===== src/sv/utf8_stream_decoder_assert.svh =====
// Assertion macros shared by the decoder modules.
`ifndef UTF8_STREAM_DECODER_ASSERT_SVH
`define UTF8_STREAM_DECODER_ASSERT_SVH

// Plain property, checked out of reset.
`define UTF8D_ASSERT(lbl, clk, rstn, prop, msg) \
  lbl: assert property (@(posedge clk) disable iff (!rstn) (prop)) else $error(msg);

// Implication in the same cycle, checked out of reset.
`define UTF8D_ASSERT_IMP(lbl, clk, rstn, ante, cons, msg) \
  lbl: assert property (@(posedge clk) disable iff (!rstn) (ante) |-> (cons)) \
    else $error(msg);

`endif


===== src/sv/utf8d_pkg.sv =====
// Types, constants and helper functions of the UTF-8 stream decoder.
`default_nettype none
package utf8d_pkg;

  localparam int unsigned QueueDepth = 4;

  localparam logic [7:0] LeadMin    = 8'hC0;
  localparam logic [7:0] Lead3Min   = 8'hE0;
  localparam logic [7:0] Lead4Min   = 8'hF0;
  localparam logic [7:0] Lead5Min   = 8'hF8;
  localparam logic [7:0] Lead6Min   = 8'hFC;
  localparam logic [7:0] NonLeadMin = 8'hFE;
  localparam logic [7:0] ContMark   = 8'h80;
  localparam logic [7:0] LeadMask   = 8'h7F;

  // One queue entry: raw bytes to replay first, then an optional final value.
  typedef struct packed {
    logic [2:0]  flush_n;  // lead plus flush_n-1 continuation bytes, 0 = none
    logic [7:0]  lead;
    logic [29:0] payload;  // oldest continuation in the highest used six-bit group
    logic        tail_v;
    logic [30:0] tail;
  } utf8d_job_t;

  function automatic logic [2:0] needed_for(input logic [7:0] b);
    logic [2:0] n;
    if (b < Lead3Min) n = 3'd1;
    else if (b < Lead4Min) n = 3'd2;
    else if (b < Lead5Min) n = 3'd3;
    else if (b < Lead6Min) n = 3'd4;
    else n = 3'd5;
    return n;
  endfunction

  // Assemble the code point from the lead's data bits and k continuation groups.
  function automatic logic [30:0] decode_cp(input logic [7:0] lead, input logic [2:0] k,
                                            input logic [29:0] payload);
    logic [7:0]  lbits;
    logic [30:0] hi;
    lbits = lead & (LeadMask >> (k + 3'd1));
    hi    = 31'(lbits) << (6 * k);
    return hi | 31'(payload);
  endfunction

endpackage
`default_nettype wire


===== src/sv/utf8d_front.sv =====
// Front end: accepts bytes, tracks the pending sequence, queues result jobs.
`default_nettype none
`include "utf8_stream_decoder_assert.svh"
module utf8d_front (
  input  wire                   clk_i,
  input  wire                   rst_ni,
  input  wire                   in_valid_i,
  output logic                  in_stall_o,
  input  wire  [7:0]            in_byte_i,
  input  wire                   end_of_string_i,
  input  wire                   q_full_i,
  output logic                  push_o,
  output utf8d_pkg::utf8d_job_t job_o
);
  import utf8d_pkg::*;

  logic [7:0]  lead_q, lead_d;
  logic [2:0]  need_q, need_d;
  logic [2:0]  rcv_q, rcv_d;
  logic [29:0] pay_q, pay_d;
  logic        accept;
  logic [2:0]  rcv_inc;
  logic [29:0] pay_inc;
  logic        fresh;
  utf8d_job_t  job;

  assign in_stall_o = q_full_i;
  assign accept     = in_valid_i && !q_full_i;
  assign rcv_inc    = rcv_q + 3'd1;
  assign pay_inc    = {pay_q[23:0], in_byte_i[5:0]};

  always_comb begin
    lead_d = lead_q;
    need_d = need_q;
    rcv_d  = rcv_q;
    pay_d  = pay_q;
    job    = '0;
    fresh  = 1'b1;
    if (need_q != 3'd0) begin
      if (in_byte_i[7:6] == 2'b10) begin
        fresh  = 1'b0;
        rcv_d  = rcv_inc;
        pay_d  = pay_inc;
        if (rcv_inc >= need_q) begin
          job.tail_v = 1'b1;
          job.tail   = decode_cp(lead_q, need_q, pay_inc);
          need_d     = 3'd0;
        end else if (end_of_string_i) begin
          // replay lead and every continuation, this one included
          job.flush_n = rcv_inc + 3'd1;
          job.lead    = lead_q;
          job.payload = pay_inc;
          need_d      = 3'd0;
        end
      end else begin
        // broken sequence: replay what was held, then treat this byte afresh
        job.flush_n = rcv_q + 3'd1;
        job.lead    = lead_q;
        job.payload = pay_q;
        need_d      = 3'd0;
      end
    end
    if (fresh) begin
      if (in_byte_i < LeadMin || in_byte_i >= NonLeadMin || end_of_string_i) begin
        job.tail_v = 1'b1;
        job.tail   = 31'(in_byte_i);
      end else begin
        lead_d = in_byte_i;
        need_d = needed_for(in_byte_i);
        rcv_d  = 3'd0;
        pay_d  = '0;
      end
    end
    if (end_of_string_i || need_d == 3'd0) begin
      lead_d = '0;
      need_d = 3'd0;
      rcv_d  = 3'd0;
      pay_d  = '0;
    end
  end

  assign push_o = accept && (job.flush_n != 3'd0 || job.tail_v);
  assign job_o  = job;

  always_ff @(posedge clk_i or negedge rst_ni) begin
    if (!rst_ni) begin
      lead_q <= '0;
      need_q <= 3'd0;
      rcv_q  <= 3'd0;
      pay_q  <= '0;
    end else if (accept) begin
      lead_q <= lead_d;
      need_q <= need_d;
      rcv_q  <= rcv_d;
      pay_q  <= pay_d;
    end
  end

  `UTF8D_ASSERT_IMP(a_rcv_below_need, clk_i, rst_ni, need_q != 3'd0, rcv_q < need_q,
                    "pending sequence already complete")
  `UTF8D_ASSERT_IMP(a_idle_clear, clk_i, rst_ni, need_q == 3'd0, rcv_q == 3'd0,
                    "continuation count without pending lead")
  `UTF8D_ASSERT_IMP(a_lead_range, clk_i, rst_ni, need_q != 3'd0,
                    lead_q >= LeadMin && lead_q < NonLeadMin,
                    "pending lead byte out of range")

endmodule
`default_nettype wire


===== src/sv/utf8d_queue.sv =====
// Short job queue between the front end and the result sequencer.
`default_nettype none
`include "utf8_stream_decoder_assert.svh"
module utf8d_queue #(
  parameter int unsigned Depth = utf8d_pkg::QueueDepth
) (
  input  wire                   clk_i,
  input  wire                   rst_ni,
  input  wire                   push_i,
  input  utf8d_pkg::utf8d_job_t job_i,
  output logic                  full_o,
  input  wire                   pop_i,
  output logic                  valid_o,
  output utf8d_pkg::utf8d_job_t head_o
);
  import utf8d_pkg::*;

  localparam int unsigned PtrW = (Depth > 1) ? $clog2(Depth) : 1;
  localparam int unsigned CntW = $clog2(Depth + 1);

  utf8d_job_t      mem_q [Depth];
  logic [PtrW-1:0] wr_q, wr_d, rd_q, rd_d;
  logic [CntW-1:0] cnt_q, cnt_d;

  assign full_o  = (cnt_q == CntW'(Depth));
  assign valid_o = (cnt_q != '0);
  assign head_o  = mem_q[rd_q];

  always_comb begin
    wr_d  = wr_q;
    rd_d  = rd_q;
    cnt_d = cnt_q;
    if (push_i) begin
      wr_d = (wr_q == PtrW'(Depth - 1)) ? '0 : wr_q + PtrW'(1);
    end
    if (pop_i) begin
      rd_d = (rd_q == PtrW'(Depth - 1)) ? '0 : rd_q + PtrW'(1);
    end
    if (push_i && !pop_i) cnt_d = cnt_q + CntW'(1);
    else if (pop_i && !push_i) cnt_d = cnt_q - CntW'(1);
  end

  always_ff @(posedge clk_i) begin
    if (push_i) begin
      mem_q[wr_q] <= job_i;
    end
  end

  always_ff @(posedge clk_i or negedge rst_ni) begin
    if (!rst_ni) begin
      wr_q  <= '0;
      rd_q  <= '0;
      cnt_q <= '0;
    end else begin
      wr_q  <= wr_d;
      rd_q  <= rd_d;
      cnt_q <= cnt_d;
    end
  end

  `UTF8D_ASSERT(a_cnt_range, clk_i, rst_ni, cnt_q <= CntW'(Depth), "queue count overflow")
  `UTF8D_ASSERT_IMP(a_no_push_full, clk_i, rst_ni, full_o, !push_i, "push into full queue")
  `UTF8D_ASSERT_IMP(a_no_pop_empty, clk_i, rst_ni, !valid_o, !pop_i, "pop from empty queue")

endmodule
`default_nettype wire


===== src/sv/utf8d_back.sv =====
// Back end: expands each queued job into results, one per cycle while not stalled, into the output register.
`default_nettype none
`include "utf8_stream_decoder_assert.svh"
module utf8d_back (
  input  wire                   clk_i,
  input  wire                   rst_ni,
  input  wire                   head_valid_i,
  input  utf8d_pkg::utf8d_job_t head_i,
  output logic                  pop_o,
  output logic                  out_valid_o,
  input  wire                   out_stall_i,
  output logic [30:0]           code_point_o,
  output logic                  last_of_run_o
);
  import utf8d_pkg::*;

  logic [2:0]  idx_q, idx_d;
  logic        vld_q, vld_d;
  logic [30:0] cp_q;
  logic        last_q;
  logic [2:0]  total;
  logic [2:0]  dsel;
  logic [5:0]  grp;
  logic [30:0] item;
  logic        item_last;
  logic        load;

  assign total     = head_i.flush_n + 3'(head_i.tail_v);
  assign item_last = (idx_q == total - 3'd1);
  assign dsel      = head_i.flush_n - 3'd1 - idx_q;
  assign load      = head_valid_i && (!vld_q || !out_stall_i);
  assign pop_o     = load && item_last;

  always_comb begin
    case (dsel)
      3'd0:    grp = head_i.payload[5:0];
      3'd1:    grp = head_i.payload[11:6];
      3'd2:    grp = head_i.payload[17:12];
      3'd3:    grp = head_i.payload[23:18];
      3'd4:    grp = head_i.payload[29:24];
      default: grp = '0;
    endcase
  end

  // raw lead first, then continuations oldest first, then the final value
  always_comb begin
    if (idx_q >= head_i.flush_n) item = head_i.tail;
    else if (idx_q == 3'd0) item = 31'(head_i.lead);
    else item = 31'(ContMark | {2'b00, grp});
  end

  always_comb begin
    idx_d = idx_q;
    vld_d = vld_q;
    if (load) begin
      vld_d = 1'b1;
      idx_d = item_last ? 3'd0 : idx_q + 3'd1;
    end else if (!out_stall_i) begin
      vld_d = 1'b0;
    end
  end

  always_ff @(posedge clk_i or negedge rst_ni) begin
    if (!rst_ni) begin
      idx_q <= 3'd0;
      vld_q <= 1'b0;
    end else begin
      idx_q <= idx_d;
      vld_q <= vld_d;
    end
  end

  always_ff @(posedge clk_i) begin
    if (load) begin
      cp_q   <= item;
      last_q <= item_last;
    end
  end

  assign out_valid_o   = vld_q;
  assign code_point_o  = cp_q;
  assign last_of_run_o = last_q;

  `UTF8D_ASSERT_IMP(a_idx_range, clk_i, rst_ni, head_valid_i, idx_q < total,
                    "result index past end of job")
  `UTF8D_ASSERT_IMP(a_idle_idx, clk_i, rst_ni, !head_valid_i, idx_q == 3'd0,
                    "result index held with no job")

endmodule
`default_nettype wire


===== src/sv/utf8_stream_decoder.sv =====
// Top level of the UTF-8 stream decoder (legacy forms of up to six bytes).
//
//  channel | direction | handshake            | payload
//  --------+-----------+----------------------+--------------------------------
//  in      | sink      | in_valid_i/in_stall_o | in_byte_i, end_of_string_i
//  out     | source    | out_valid_o/out_stall_i | code_point_o, last_of_run_o
//
// One byte per cycle is taken while the job queue has room; a byte causes 0 to 6 results.
// The output register gives one result per cycle while out_stall_i is low; a job holds its
// queue entry until its last result is loaded, and input stalls while the queue is full.
// An accepted byte's results pass through the job queue and then the output register.
// Reset clears the pending sequence, empties the queue and clears the output valid flag.
`default_nettype none
module utf8_stream_decoder #(
  parameter int unsigned QDepth = utf8d_pkg::QueueDepth
) (
  input  wire         clk_i,
  input  wire         rst_ni,
  input  wire         in_valid_i,
  output logic        in_stall_o,
  input  wire  [7:0]  in_byte_i,
  input  wire         end_of_string_i,
  output logic        out_valid_o,
  input  wire         out_stall_i,
  output logic [30:0] code_point_o,
  output logic        last_of_run_o
);
  import utf8d_pkg::*;

  utf8d_job_t job, head;
  logic       push, pop, q_full, q_valid;

  utf8d_front u_front (
    .clk_i,
    .rst_ni,
    .in_valid_i,
    .in_stall_o,
    .in_byte_i,
    .end_of_string_i,
    .q_full_i (q_full),
    .push_o   (push),
    .job_o    (job)
  );

  utf8d_queue #(
    .Depth (QDepth)
  ) u_queue (
    .clk_i,
    .rst_ni,
    .push_i  (push),
    .job_i   (job),
    .full_o  (q_full),
    .pop_i   (pop),
    .valid_o (q_valid),
    .head_o  (head)
  );

  utf8d_back u_back (
    .clk_i,
    .rst_ni,
    .head_valid_i (q_valid),
    .head_i       (head),
    .pop_o        (pop),
    .out_valid_o,
    .out_stall_i,
    .code_point_o,
    .last_of_run_o
  );

endmodule
`default_nettype wire

===== config.mk =====
export PLATFORM = sky130hd
export DESIGN_NAME = utf8_stream_decoder
export DESIGN_NICKNAME = d
export VERILOG_FILES = /design/src/sv/utf8d_pkg.sv /design/src/sv/utf8d_front.sv /design/src/sv/utf8d_queue.sv /design/src/sv/utf8d_back.sv /design/src/sv/utf8_stream_decoder.sv
export VERILOG_INCLUDE_DIRS = /design/src /design/src/sv
export SDC_FILE = /design/constraint.sdc
export NUM_CORES = 1
export LEC_CHECK = 0
export BUFFER_PORTS_ARGS = -buffer_cell sky130_fd_sc_hd__buf_4
export CAP_MARGIN = 25
export CORE_AREA = 2 2 193 195
export CTS_BUF_LIST = sky130_fd_sc_hd__clkbuf_8
export CTS_CLUSTER_SIZE = 10
export DETAILED_ROUTE_END_ITERATION = 7
export DIE_AREA = 0 0 195 197
export SETUP_SLACK_MARGIN = 0.05
export SYNTH_ARGS = -nofsm -noshare
export SYNTH_HDL_FRONTEND = slang
export SYNTH_SLANG_ARGS = --single-unit

===== constraint.sdc =====
create_clock -name clk_i -period 9.9 [get_ports clk_i]
set_input_delay 1.98 -clock clk_i [delete_from_list [all_inputs] [get_ports clk_i]]
set_output_delay 1.98 -clock clk_i [all_outputs]
set_load 0.02 [all_outputs]

Word level (Yosys, flattened, before mapping)
Memory sizes are Yosys's and may differ from the RTL's.
Cells that the tools add are included.

word-level totals
  flip-flop bits (word level) = 87
  bits in latches = 0
  RAM bits = 292
  ROM bits = 0
  input bits = 13
  output and inout port bits = 34
  word-level logic and storage cells = 119
  memories = 1

memory list
  name           depth  bits a word  rd ports  clocked after memory_dff  write ports  line               text
  u_queue.mem_q  4      73           1         0                         1            utf8d_queue.sv:21  utf8d_job_t mem_q [Depth];

cells by class
  add/sub/neg operators = 12
  $mul = 1
  divide/modulo/power cells = 0
  order comparisons = 8
  eq/ne operators = 11
  shift operators = 2
  mux-type cells = 46
  bitwise operators = 2
  reduce and logical (&&, ||, !) cells = 25

operators with widths
  kind                                              count
  2-to-1 mux 30 bit                                 5
  2-to-1 mux 32 bit                                 4
  2-to-1 mux 41 bit                                 3
  2-to-1 mux 73 bit                                 1
  2-to-1 mux 3 bit                                  18
  < comparator 8 bit, second input constant         5
  2-to-1 mux 8 bit                                  4
  2-to-1 mux 31 bit                                 1
  OR 31 x 30 -> 31 bit                              1
  << shifter 8 x 6 -> 31 bit                        1
  case mux 6 bit (5 select lines)                   1
  adder 3 x 1 -> 3 bit, second input constant       5
  logical NOT 3 bit                                 3
  nonzero test 3 bit                                3
  subtractor 3 x 1 -> 3 bit, second input constant  3
  AND 8 bit                                         1
  >= comparator 8 bit, second input constant        1
  >> shifter 7 x 3 -> 8 bit, first input constant   1
  2-to-1 mux 1 bit                                  7
  == test 2 bit, second input constant              3
  == test 3 x 2 -> 1 bit, second input constant     2
  == test 3 bit, second input constant              2
  >= comparator 3 bit                               2
  logical AND 1 bit                                 6
  13 further kinds                                  24

Depth between registers and ports, before layout
Gate-level depths: netlist of the first run.

  depth after elaboration = 16
  mapped depth = 19
  depth with buffers taken out = 16

Modules after synthesis
A second synthesis of the first run with hierarchy kept.

second synthesis, totals
  cell total of the unflattened synthesis = 1004
  area, all modules = 16415.7 sq um

modules (own cells, without submodules)
  module       instances  cells an instance  area an instance (sq um)  sequential area each (sq um)
  utf8d_queue  1          418                10946.7                   8943.6
  utf8d_front  1          419                3390.8                    1101.1
  utf8d_back   1          167                2078.2                    1061.0

Least setup slack after synthesis of the first run
No wires, ideal clock.

  kind = in2reg
  from = input in_byte_i[5]
  to = memory u_queue.mem_q[0][0] (netlist bit) (enable)
  library setup time = 0.439 ns
  arrival = 4.850 ns
  data required time = 9.461 ns
  slack = 4.611 ns
  stages = 6
  buffers on the path = 0
  path through = and4_4 a41oi_2 nor2_1 a21oi_1 nor2_1 and2_1

RTL lines
  element             line                       text
  start: declaration  utf8_stream_decoder.sv:21  input wire [7:0] in_byte_i,
  end: declaration    utf8d_queue.sv:21

==> results of run 1 <==
critical path: stages:
cell,delay [ns]
sky130_fd_sc_hd__buf_4,0.13
sky130_fd_sc_hd__and2b_1,0.18
sky130_fd_sc_hd__buf_4,0.25
sky130_fd_sc_hd__nand2b_2,0.18
sky130_fd_sc_hd__nor2_2,0.08
sky130_fd_sc_hd__nor2_1,0.48
sky130_fd_sc_hd__a21oi_1,0.09
sky130_fd_sc_hd__nor2_1,0.45
sky130_fd_sc_hd__and2_4,0.60
sky130_fd_sc_hd__buf_4,0.66
stage by stage:
stage	setup slack, ns	cells	util	cell area [µm²]
detailed placement	4.36	1486	0.470	17000
CTS	5.00	1595	0.499	18100
global route	4.79	1596	0.500	18100
floorplan	4.61	1008	-	16200
global placement	4.40	1486	0.470	17000
finish	5.02	1597	0.500	18100
routing by layer:
layer	up-vias	part of all wire	wire [µm]
met4	0	0.028	1000
met2	232	0.47	16900
li1	4053	-	-
met1	4628	0.45	16100
met3	58	0.049	1750
met5	-	0	0
cell type report:
cell class                 instances  area (µm²)  area share
antenna                            1        2.50    0.000138
clock buffer                      64         881      0.0486
clock inverter                    45         184      0.0101
inverter                          24        90.1     0.00497
multi-input combinational        556        4800       0.265
sequential                       379       11100       0.613
tap                              468         586      0.0323
timing repair buffer              60         470      0.0259
path summary, 6_finish.rpt:
check | start | end | cells past startpoint | slack (ns)
worst min-delay path | u_front.lead_q[7] | u_front.lead_q[7] | 1 | 0.49
worst max-delay path | in_byte_i[6] | u_queue.mem_q[2][26] | 10 | 5.02
min in group asynchronous | rst_ni | u_queue.cnt_q[0] | 1 | 1.45
max in group asynchronous | rst_ni | u_queue.rd_q[1] | 1 | 7.82
worst max register to register | u_queue.rd_q[1] | u_queue.cnt_q[1] | 13 | 5.25
worst min register to register | u_front.lead_q[7] | u_front.lead_q[7] | 1 | 0.49
where the power goes:
part	internal [mW]	switching, mW	total, mW
clock	0.592	0.580	1.17
sequential	2.13	0.152	2.28
combinational	0.736	1.06	1.80
kinds of logic after synthesis:
logic type,share of synthesized area
buffers and inverters,0.0223
flip-flops,0.685
multiplexers,0.113
AND/OR/NAND/NOR,0.0731
AO/OA/AOI/OAI,0.0748
XOR/XNOR,0.00918
adder cells (fa/ha/maj),0.0230
sequential cells by signal, indices dropped and copies added, names as in the netlist:
name and count:
u_queue.cnt_q 3, u_front.need_q 3, u_queue.mem_q 292, u_back.out_valid_o 1, u_queue.wr_q 2, u_front.pay_q 30
u_back.last_of_run_o 1, u_back.idx_q 3, u_back.code_point_o 31, u_front.rcv_q 3, u_front.lead_q 8, u_queue.rd_q 2
cells in the mapped netlist, drive strengths merged (3+ instances only):
library cell  count
a22o             42
mux2              6
nand3            10
nor2b            34
nor3             12
a21oi            65
mux4             73
fa                3
inv              24
a21o              3
buf              22
a221oi            4
nand2            95
nor4              3
a31oi             8
and2             16
nor2             52
ha               25
o31ai             8
xor2              7
edfxtp          324
clkbuf           27
dfrtp            55
xnor2            10
a22oi             3
nand2b            9
and3              5
o21a              8
mux2i            12
o21ai            24
==> impl_summary.log, run 1 <==
INFO  metric grt_max_degree = 56
INFO  metric drt_wl_total = 35800 µm
INFO  metric dieHeight = approximately 200 µm
INFO  metric avgSynthCellArea = 16.1 µm²
INFO  metric ys_seq_elements = 379
INFO  metric report.final.slew_viol_count = 0
INFO  metric insertion_delay = 0.61 ns
INFO  metric gr-max-usage-layer = met2
INFO  metric synth-edff-count = 324
INFO  metric antenna_violations_before_repair = 1
INFO  metric synth_sequential_area_ratio = 0.685
INFO  metric syn_area = 16200 µm²
INFO  metric max-cap-violations = 0
INFO  metric worst-endpoint-arrival = 5.11 ns
INFO  metric grt_util_met3 = 0.0339
INFO  metric coreArea = 36300 µm²
INFO  metric grt_pass1_wl = 55000 µm
INFO  metric design.die.area = 38400 µm²
INFO  metric grt.met1_usage = 0.270
INFO  metric ctsHoldBuffers = 0
INFO  metric power_density = 290 nW/µm²
INFO  metric synthFlopType = sky130_fd_sc_hd__edfxtp_1
INFO  metric relSlewSlack = 0.402
INFO  metric netlist_top_cells_area = sky130_fd_sc_hd__edfxtp_1, sky130_fd_sc_hd__mux4_2, sky130_fd_sc_hd__dfrtp_1
INFO  metric final_layout_size_suffix_gt1_frac = 0.228
INFO  metric finalHoldViolCount = 0
INFO  metric grtUsageMet2 = 0.299
INFO  metric rsz_0062_raised_after_global_routing = no
INFO  metric numCtsBuffers = 59
INFO  metric route.detailed.drc = 0
INFO  metric ioPinCount = 47
INFO  metric fin_hold_ws = around 0.49 ns
INFO  metric postSynthNetCount = 1049
INFO  metric initial_utilization = 0.447
INFO  metric layout.cells.most_common = sky130_fd_sc_hd__edfxtp_1
INFO  metric placement.io_buffers = 46
INFO  metric drt_iter0_markers = 666
INFO  metric actual_slew_at_the_worst_max_slew_pin = 0.897 ns
INFO  metric netlist_instances = slightly above 1000
INFO  metric setup.worst_path.end_class = register
INFO  metric ys_warn_count = 0
INFO  metric worst_clock_skew = 0.0268 ns
INFO  metric hpwl_after_detailed_placement = 22500 µm
INFO  metric total_power = 5.25 mW
INFO  metric ir_worst_vdd = between 0.15 and 0.2 mV
INFO  metric area_overhead_of_the_layout_relative_to_synthesis = 11.8%
INFO  metric core.rowCount = 70
INFO  metric clkSlewWorstSetupHoldPaths = 0.06 ns
INFO  metric clock_path_buffers = 3
INFO  metric final_net_count = between 1000 and 1500
INFO  metric finalCritPeriodShare = 0.493
INFO  metric post_cts_buffers = 0
INFO  metric max_freq = 205 MHz
INFO  metric avgRoutedWirePerCell = 22.4 µm
INFO  metric cts_tree = done
INFO  metric synth_top_area_share = 0.600
INFO  metric ys_async_sr_fraction = 0.145
INFO  metric clock-sinks = ~380
INFO  metric n_fill_cell = 3112
INFO  metric synth_cell_types = 58
INFO  metric drtAntennaViolNets = 0
INFO  metric grt_overflow = 0
INFO  metric drt_pre_antenna_iters = 7
INFO  metric report.final.setup_viol = 0
INFO  metric layout.cells.most_common_list = sky130_fd_sc_hd__edfxtp_1, sky130_fd_sc_hd__nand2_1, sky130_fd_sc_hd__mux4_2
INFO  metric critical_path_required = between 10 and 15 ns
INFO  metric htreeDepth = 2
INFO  metric grt_util_all_layers = 0.191
INFO  metric finalSetupTns = 0 ns
INFO  metric clock_tree.root_cell = sky130_fd_sc_hd__clkbuf_8
INFO  metric cts_resized = 0
INFO  metric shortest_clock_period_the_worst_path_allows_after_layout = between 4 and 5 ns
INFO  metric critPathLaunchType = input port
INFO  metric timing_worst_setup_path_type = input port to register
INFO  metric timing.critical_path.fanout_max = 42
INFO  metric total_leakage_power = 6.38 nW
INFO  metric grt_pass1_vias = approximately 9000
INFO  metric via_per_instance_ratio = about 5.6
INFO  metric die_w = 195 µm
INFO  metric worst_min_delay_path_category = register to register
INFO  metric routability_congestion_estimate_from_global_placement = 0.932
INFO  metric run_status = finished clean
INFO  metric via_count = about 9000
INFO  metric synth_top_area_cell = sky130_fd_sc_hd__edfxtp_1
Note: power is estimated with default switching activity, not from simulation.
==> inputs of run 2 (changes only) <==
Clock period 9.9 ns to 3.95 ns, I/O delays scaled along.
==> run 2 against run 1 <==
  * Utilization grew 0.73 points
  * Setup slack lost 4.5 ns
  * Critical path type is now register to register
  * Critical endpoint is now u_queue.cnt_q[2]
  * Largest power group unchanged
  * Routed wire length grew 3.6%
==> impl_summary.log, run 2 (synthesized netlist as in run 1, its figures left out) <==
INFO  metric run_status = finished clean
INFO  metric layout.cells.most_common = sky130_fd_sc_hd__edfxtp_1
INFO  metric total_leakage_power = 6.50 nW (+1.8%)
INFO  metric dieHeight = 197 µm (unchanged)
INFO  metric routability_congestion_estimate_from_global_placement = 0.926 (-0.65%)
INFO  metric worst-endpoint-arrival = 4.02 ns (-1.09 ns)
INFO  metric max_freq = 288 MHz
INFO  metric shortest_clock_period_the_worst_path_allows_after_layout = 3.48 ns
INFO  metric place_inst = 1515 (+2.0%)
INFO  metric path_buf_inv = 4 (+1)
INFO  metric report.final.setup_viol = 0 (unchanged)
INFO  metric worst_min_delay_path_category = input port to asynchronous set/reset pin
INFO  metric ctsHoldBuffers = 0 (unchanged)
INFO  metric ioPinCount = 47 (unchanged)
INFO  metric avgRoutedWirePerCell = 22.9 µm (+2.0%)
INFO  metric via_count = 9156 (+2.1%)
INFO  metric grt_util_met3 = 0.0311 (-0.00274)
INFO  metric grt_util_all_layers = 0.199 (+0.00792)
INFO  metric via_per_instance_ratio = 5.64 (+0.49%)
INFO  metric path_depth = 17 (+7)
INFO  metric r2r-end = u_queue.cnt_q[2]
INFO  metric drt_wl_total = 37100 µm (+3.6%)
INFO  metric drtAntennaViolNets = 0 (unchanged)
INFO  metric antenna_cells = 0 (-1)
INFO  metric initial_utilization = 0.447 (unchanged)
INFO  metric rsz_0062_raised_after_global_routing = no
INFO  metric design.die.area = 38400 µm² (unchanged)
INFO  metric area_overhead_of_the_layout_relative_to_synthesis = 13.4%
INFO  metric post-route-util = 0.507 (+0.00735)
INFO  metric grt_pass1_vias = 9340 (+1.9%)
INFO  metric grt_pass1_wl = 57200 µm (+4.0%)
INFO  metric timing_worst_setup_path_type = register to register
INFO  metric cts_tree = done
INFO  metric coreArea = 36300 µm² (unchanged)
INFO  metric hpwl_after_detailed_placement = 24700 µm (+9.9%)
INFO  metric finalCritPeriodShare = 0.881
INFO  metric layout.cells.most_common_list = sky130_fd_sc_hd__edfxtp_1, sky130_fd_sc_hd__nand2_1, sky130_fd_sc_hd__buf_4
INFO  metric ff2ff_path_depth = 17 (+4)
INFO  metric preCtsSetupSlack = 0.156 ns (-4.20 ns)
INFO  metric drt_iter0_markers = 785 (+18%)
INFO  metric placement.io_buffers = 46 (unchanged)
INFO  metric crit_path_start = u_front.rcv_q[0]
INFO  metric regMostFlops = u_queue.mem_q
INFO  metric worst_clock_skew = 0.0270 ns (+0.000183 ns)
INFO  metric clock-sinks = 379 (unchanged)
INFO  metric grt.met1_usage = 0.280 (+0.00986)
INFO  metric grt_max_degree = 56 (unchanged)
INFO  metric clock_tree.root_cell = sky130_fd_sc_hd__clkbuf_8
INFO  metric critical_path_required = 4.49 ns (-5.64 ns)
INFO  metric route.detailed.drc = 0 (unchanged)
INFO  metric worst_setup_path_endpoint = u_queue.cnt_q[2]
INFO  metric finalHoldViolCount = 0 (unchanged)
INFO  metric relSlewSlack = 0.388 (-0.0137)
INFO  metric antenna_violations_before_repair = 0 (-1)
INFO  metric setup_slack = 0.472 ns (-4.54 ns)
INFO  metric setup.worst_path.end_class = register
INFO  metric finalSetupTns = 0 ns (unchanged)
INFO  metric insertion_delay = 0.63 ns (+0.02 ns)
INFO  metric worstPathCellList = inv_1, ha_1, inv_1, ha_1, nand2_1, o21ai_1, nor2_2, nor2_2, a21oi_1, nor2_1, buf_4, ha_1, inv_1, fa_1, xor2_1, nor2_1, xor2_1
INFO  metric ir_worst_vdd = 0.408 mV (+120%)
INFO  metric crit_slowest_cell = sky130_fd_sc_hd__dfrtp_1
INFO  metric rr_startpoint = u_front.rcv_q[0]
INFO  metric drt_pre_antenna_iters = 5 (-2)
INFO  metric final_net_count = 1149 (+2.5%)
INFO  metric layout.cells.non_filler = 1622 (+1.6%)
INFO  metric clkSlewWorstSetupHoldPaths = 0.06 ns (about the same)
INFO  metric max-cap-violations = 0 (unchanged)
INFO  metric reg2reg_slack = 0.47 ns (-4.78 ns)
INFO  metric gr-max-usage-layer = met2
INFO  metric grt_overflow = 0 (unchanged)
INFO  metric crit_path_max_incr_delay = 0.42 ns (-0.24 ns)
INFO  metric critPathTopFamily = adder cells
INFO  metric critPathLaunchType = register
INFO  metric power_density = 725 nW/µm² (+150%)
INFO  metric timing.critical_path.fanout_max = 9 (-79%)
INFO  metric flip_flop_count_of_the_largest_register_all_copies_and_words_added = 292 (unchanged)
INFO  metric clock_path_buffers = 3 (unchanged)
INFO  metric grtUsageMet2 = 0.318 (+0.0181)
INFO  metric numCtsBuffers = 59 (unchanged)
INFO  metric htreeDepth = 2 (unchanged)
INFO  metric final_layout_size_suffix_gt1_frac = 0.245 (+0.0174)
INFO  metric report.final.slew_viol_count = 0 (unchanged)
INFO  metric n_fill_cell = 3100 (-0.39%)
INFO  metric actual_slew_at_the_worst_max_slew_pin = 0.910 ns (+0.0136 ns)
INFO  metric die_w = 195 µm (unchanged)
INFO  metric core.rowCount = 70 (unchanged)
==> run 2: timing repair <==
action	in CTS	in global routing
endpoints found under the setup margin	0	106
gates resized for setup	0	2
setup buffers	0	0
==> run 2: worst register-to-register path, delay by kind of cell, from the launching register on <==
kind | cells | cell delay, ns
flops | 1 | 0.42
compound gates | 2 | 0.35
fa+ha+maj | 4 | 1.15
xor+xnor | 2 | 0.33
simple gates | 5 | 0.73
buf+inv | 4 | 0.43
==> run 2: where the power goes <==
group          internal (mW)  switching (mW)  total, mW  leakage, nW
combinational           2.03            2.82       4.85         2.12
sequential              5.33           0.278       5.61         3.79
clock                   1.39            1.49       2.88        0.587
total                   8.76            4.59       13.3         6.50
==> run 2: how the worst min path moves through the flow <==
stage                                  from           endpoint  depth (start not counted)
after floorplan           u_front.lead_q[7]  u_front.lead_q[7]                          1
after global placement    u_front.lead_q[7]  u_front.lead_q[7]                          1
after detailed placement  u_front.lead_q[7]  u_front.lead_q[7]                          1
after CTS                            rst_ni  u_front.lead_q[5]                          1
after global routing                 rst_ni   u_front.pay_q[0]                          1
final                                rst_ni   u_front.pay_q[0]                          1
==> run 2: per-stage QoR <==
step	area [µm²]	power, mW	hold slack, ns
2_1_floorplan	16200	8.84	0.441
3_3_place_gp	17400	10.6	0.462
3_5_place_dp	17400	10.6	0.478
4_1_cts	18400	13.6	0.255
5_1_grt	18400	14.1	0.266
6_report	18400	13.3	0.262
==> run 2: layer usage <==
metal / vias up / wire, µm
li1: 4105 / -
met1: 4706 / 16600
met2: 295 / 17600
met3: 50 / 1890
met4: 0 / 1030
met5: - / 0
==> run 2: layout make-up <==
type | count | area, µm² | area share
clock buffer | 59 | 812 | 0.0441
clock inverter | 48 | 211 | 0.0115
inverter | 24 | 90.1 | 0.00490
multi-input combinational | 556 | 4810 | 0.262
sequential | 379 | 11100 | 0.604
tap | 468 | 586 | 0.0318
timing repair buffer | 88 | 773 | 0.0420
==> inputs of run 3 (changes only) <==
Settings changed: ABC_AREA from default to 1, CORE_AREA 2 2 193 195 to 2 2 198 200, DIE_AREA 0 0 195 197 to 0 0 200 202.
==> run 3 against run 2 <==
  * Fmax down 3.6%
  * Area after synthesis increased by 4.5%
  * Hold slack improved by 0.019 ns
==> impl_summary.log, run 3 <==
INFO  metric clkSlewWorstSetupHoldPaths = 0.06 ns (about the same)
INFO  metric rsz_0062_raised_after_global_routing = no
INFO  metric avgRoutedWirePerCell = 20.3 µm (-11%)
INFO  metric drt_wl_total = 44000 µm (+19%)
INFO  metric design.die.area = 40400 µm² (+5.2%)
INFO  metric ir_worst_vdd = 0.527 mV (+29%)
INFO  metric post-route-util = 0.500 (-0.00781)
INFO  metric worst-endpoint-arrival = 3.87 ns (-0.15 ns)
INFO  metric timing.critical_path.fanout_max = 34 (+25)
INFO  metric finalHoldViolCount = 0 (unchanged)
INFO  metric max-cap-violations = 0 (unchanged)
INFO  metric critical_path_required = 4.21 ns (-0.28 ns)
INFO  metric reg2reg_slack = 0.34 ns (-0.13 ns)
INFO  metric crit_slowest_cell = sky130_fd_sc_hd__dfrtp_1
INFO  metric synth_sequential_area_ratio = 0.655 (-0.0298)
INFO  metric clock_path_buffers = 3 (unchanged)
INFO  metric crit_path_max_incr_delay = 0.43 ns (about the same)
INFO  metric r2r-end = u_queue.mem_q[2][50]
INFO  metric n_fill_cell = 3438 (+11%)
INFO  metric grt_max_degree = 77 (+38%)
INFO  metric grt_pass1_wl = 67900 µm (+19%)
INFO  metric avgSynthCellArea = 11.1 µm² (-31%)
INFO  metric rr_startpoint = u_front.rcv_q[0]
INFO  metric worst_min_delay_path_category = input port to asynchronous set/reset pin
INFO  metric numCtsBuffers = 66 (+12%)
INFO  metric ff2ff_path_depth = 15 (-2)
INFO  metric ctsHoldBuffers = 0 (unchanged)
INFO  metric total_leakage_power = 7.18 nW (+11%)
INFO  metric postSynthNetCount = 1575 (+50%)
INFO  metric power_density = 764 nW/µm² (+5.4%)
INFO  metric timing_worst_setup_path_type = register to register
INFO  metric clock-sinks = 379 (unchanged)
INFO  metric report.final.setup_viol = 0 (unchanged)
INFO  metric dieHeight = 202 µm (+2.5%)
INFO  metric layout.cells.non_filler = 2163 (+33%)
INFO  metric coreArea = 38300 µm² (+5.6%)
INFO  metric grt_overflow = 0 (unchanged)
INFO  metric ys_seq_elements = 379 (unchanged)
INFO  metric antenna_violations_before_repair = 2 (+2)
INFO  metric grt_util_all_layers = 0.223 (+0.0239)
INFO  metric synthFlopType = sky130_fd_sc_hd__edfxtp_1
INFO  metric total_power = 14.6 mW (+9.6%)
INFO  metric drt_pre_antenna_iters = 5 (unchanged)
INFO  metric layout.cells.most_common_list = sky130_fd_sc_hd__edfxtp_1, sky130_fd_sc_hd__o21ai_0, sky130_fd_sc_hd__nand2_1
INFO  metric die_w = 200 µm (+2.6%)
INFO  metric cts_resized = 0 (unchanged)
INFO  metric clock_tree.root_cell = sky130_fd_sc_hd__clkbuf_8
INFO  metric relSlewSlack = 0.339 (-0.0493)
INFO  metric multiInputGateArea = 5050 µm² (+4.9%)
INFO  metric antenna_cells = 0 (unchanged)
INFO  metric report.final.slew_viol_count = 0 (unchanged)
INFO  metric synth_commonest_cells = sky130_fd_sc_hd__edfxtp_1, sky130_fd_sc_hd__o21ai_0, sky130_fd_sc_hd__nand2_1
INFO  metric post_cts_buffers = 0 (unchanged)
INFO  metric flip_flop_count_of_the_largest_register_all_copies_and_words_added = 292 (unchanged)
INFO  metric layout.cells.most_common = sky130_fd_sc_hd__edfxtp_1
INFO  metric hpwl_after_detailed_placement = 27300 µm (+11%)
INFO  metric critPathLaunchType = register
INFO  metric via_count = 11946 (+30%)
INFO  metric synth_top_area_cell = sky130_fd_sc_hd__edfxtp_1
INFO  metric run_status = finished clean
INFO  metric synth_most_common_cell = sky130_fd_sc_hd__edfxtp_1
INFO  metric place_inst = 2051 (+35%)
INFO  metric sequential_cell_area = 11100 µm² (about the same)
INFO  metric area_overhead_of_the_layout_relative_to_synthesis = 12.8%
INFO  metric worst_clock_skew = 0.0132 ns (-0.0138 ns)
INFO  metric syn_area = 17000 µm² (+4.5%)
INFO  metric actual_slew_at_the_worst_max_slew_pin = 0.991 ns (+0.0810 ns)
INFO  metric grt_pass1_vias = 11470 (+23%)
INFO  metric ys_async_sr_fraction = 0.145 (unchanged)
INFO  metric ioPinCount = 47 (unchanged)
INFO  metric worstPathCellList = ha_1, xnor2_1, inv_1, ha_1, a21oi_1, nand3_1, o21ai_2, nand2_2, nor2_1, nor2_1, nand3_2, nand2_2, buf_4, nor2_4, buf_12
INFO  metric drt_iter0_markers = 1212 (+54%)
INFO  metric finalCritPeriodShare = 0.913 (+0.0329)
INFO  metric ys_warn_count = 0 (unchanged)
INFO  metric netlist_top_cells_area = sky130_fd_sc_hd__edfxtp_1, sky130_fd_sc_hd__dfrtp_1, sky130_fd_sc_hd__o21ai_0
INFO  metric max_freq = 277 MHz (-3.6%)
INFO  metric route.detailed.drc = 0 (unchanged)
INFO  metric routability_congestion_estimate_from_global_placement = 0.924 (-0.13%)
INFO  metric regMostFlops = u_queue.mem_q
INFO  metric netlist_instances = 1534 (+52%)
INFO  metric fin_hold_ws = 0.281 ns (+0.0188 ns)
INFO  metric drtAntennaViolNets = 0 (unchanged)
INFO  metric synth-edff-count = 324 (unchanged)
INFO  metric setup.worst_path.end_class = register
INFO  metric htreeDepth = 3 (+1)
INFO  metric synth_top_area_share = 0.574 (-0.0261)
INFO  metric placement.cell_area = 18000 µm² (+3.5%)
INFO  metric initial_utilization = 0.443 (-0.00443)
INFO  metric finalInstanceArea = 19100 µm² (+4.0%)
INFO  metric cts_tree = done
INFO  metric insertion_delay = 0.59 ns (-0.04 ns)
INFO  metric via_per_instance_ratio = 5.52 (-2.2%)
INFO  metric placement.io_buffers = 46 (unchanged)
INFO  metric path_buf_inv = 3 (-1)
INFO  metric shortest_clock_period_the_worst_path_allows_after_layout = 3.61 ns (+0.130 ns)
INFO  metric final_net_count = 1642 (+43%)
INFO  metric core.rowCount = 72 (+2.9%)
INFO  metric synth_cell_types = 47 (-19%)
INFO  metric final_layout_size_suffix_gt1_frac = 0.139 (-0.107)
INFO  metric critPathTopFamily = simple AND/OR/NAND/NOR gates
[run 3: cell types whose count changed in the layout (fill, tap and decap cells not counted), moves of 17 or more]
cell                      previous run  this run
sky130_fd_sc_hd__o21ai_0            23       223
sky130_fd_sc_hd__nor2_1             50       202
sky130_fd_sc_hd__nand2_1            95       209
sky130_fd_sc_hd__inv_1              43       140
sky130_fd_sc_hd__mux4_2             73         0
sky130_fd_sc_hd__o22ai_1             2        75
sky130_fd_sc_hd__nor2b_1            33         0
sky130_fd_sc_hd__o22ai_2             0        30
sky130_fd_sc_hd__a22o_2             25         0
sky130_fd_sc_hd__nand3_1            10        28
sky130_fd_sc_hd__a22o_1             17         0
[run 3: how the worst max path moves through the flow]
stage / from / endpoint / slack [ns] / cells after the start
after floorplan: u_front.rcv_q[0] / u_queue.mem_q[0][0] / -0.66 / 13
after global placement: u_front.rcv_q[0] / u_queue.cnt_q[2] / 0.44 / 19
after detailed placement: u_front.rcv_q[0] / u_queue.mem_q[2][44] / 0.36 / 15
after CTS: u_front.rcv_q[0] / u_queue.mem_q[2][46] / 0.35 / 15
after global routing: u_front.rcv_q[0] / u_queue.mem_q[2][52] / 0.06 / 15
final: u_front.rcv_q[0] / u_queue.mem_q[2][50] / 0.34 / 15
[run 3: layer usage]
layer  wire length (µm)  global-route usage  up-vias
li1                   -                   -     5569
met1              20000               0.329     5895
met2              20000               0.330      406
met3               3000              0.0444       76
met4               1000              0.0717        0
met5                  0                   0        -
[run 3: power breakdown]
part           switching (mW)  internal [mW]  leakage (nW)  total (mW)
registers               0.249           5.41          3.84        5.65
clock network            1.53           1.67         0.681        3.21
logic                    4.02           1.74          2.66        5.76
total                    5.81           8.81          7.18        14.6
[run 3: cells by family (layout without fill, tap and decap cells)]
family / after synthesis / in the layout / share of synthesized area
and+or+nand+nor: 485 / 485 / 0.119
adders and majority gates: 28 / 28 / 0.0220
xor gates and xnor gates: 12 / 12 / 0.00620
DFF: 379 / 379 / 0.655
buffers and inverters: 210 / 321 / 0.0491
AOI/OAI and AO/OA: 417 / 417 / 0.147
muxes: 3 / 3 / 0.00184
[run 3: per-stage QoR]
step / setup slack [ns] / TNS [ns]
3_3_place_gp: 0.436 / 0
6_report: 0.342 / 0
5_1_grt: 0.0615 / 0
3_5_place_dp: 0.360 / 0
4_1_cts: 0.347 / 0
2_1_floorplan: -0.660 / -192.81
[run 3: final cells by class]
type,count,share of cell area
Sequential cell,379,0.581
Clock buffer,69,0.0497
Tap cell,518,0.0339
Timing Repair Buffer,81,0.0357
Multi-Input combinational cell,945,0.264
Clock inverter,43,0.0106
Inverter,128,0.0254
[run 3: worst register-to-register path, delay by kind of cell, from the launching register on]
kind / cells / cell delay [ns]
buffers and inverters: 3 / 0.57
adders and majority gates: 2 / 0.54
DFF: 1 / 0.43
and+or+nand+nor: 7 / 1.11
xor gates and xnor gates: 1 / 0.25
AOI/OAI and AO/OA: 2 / 0.39
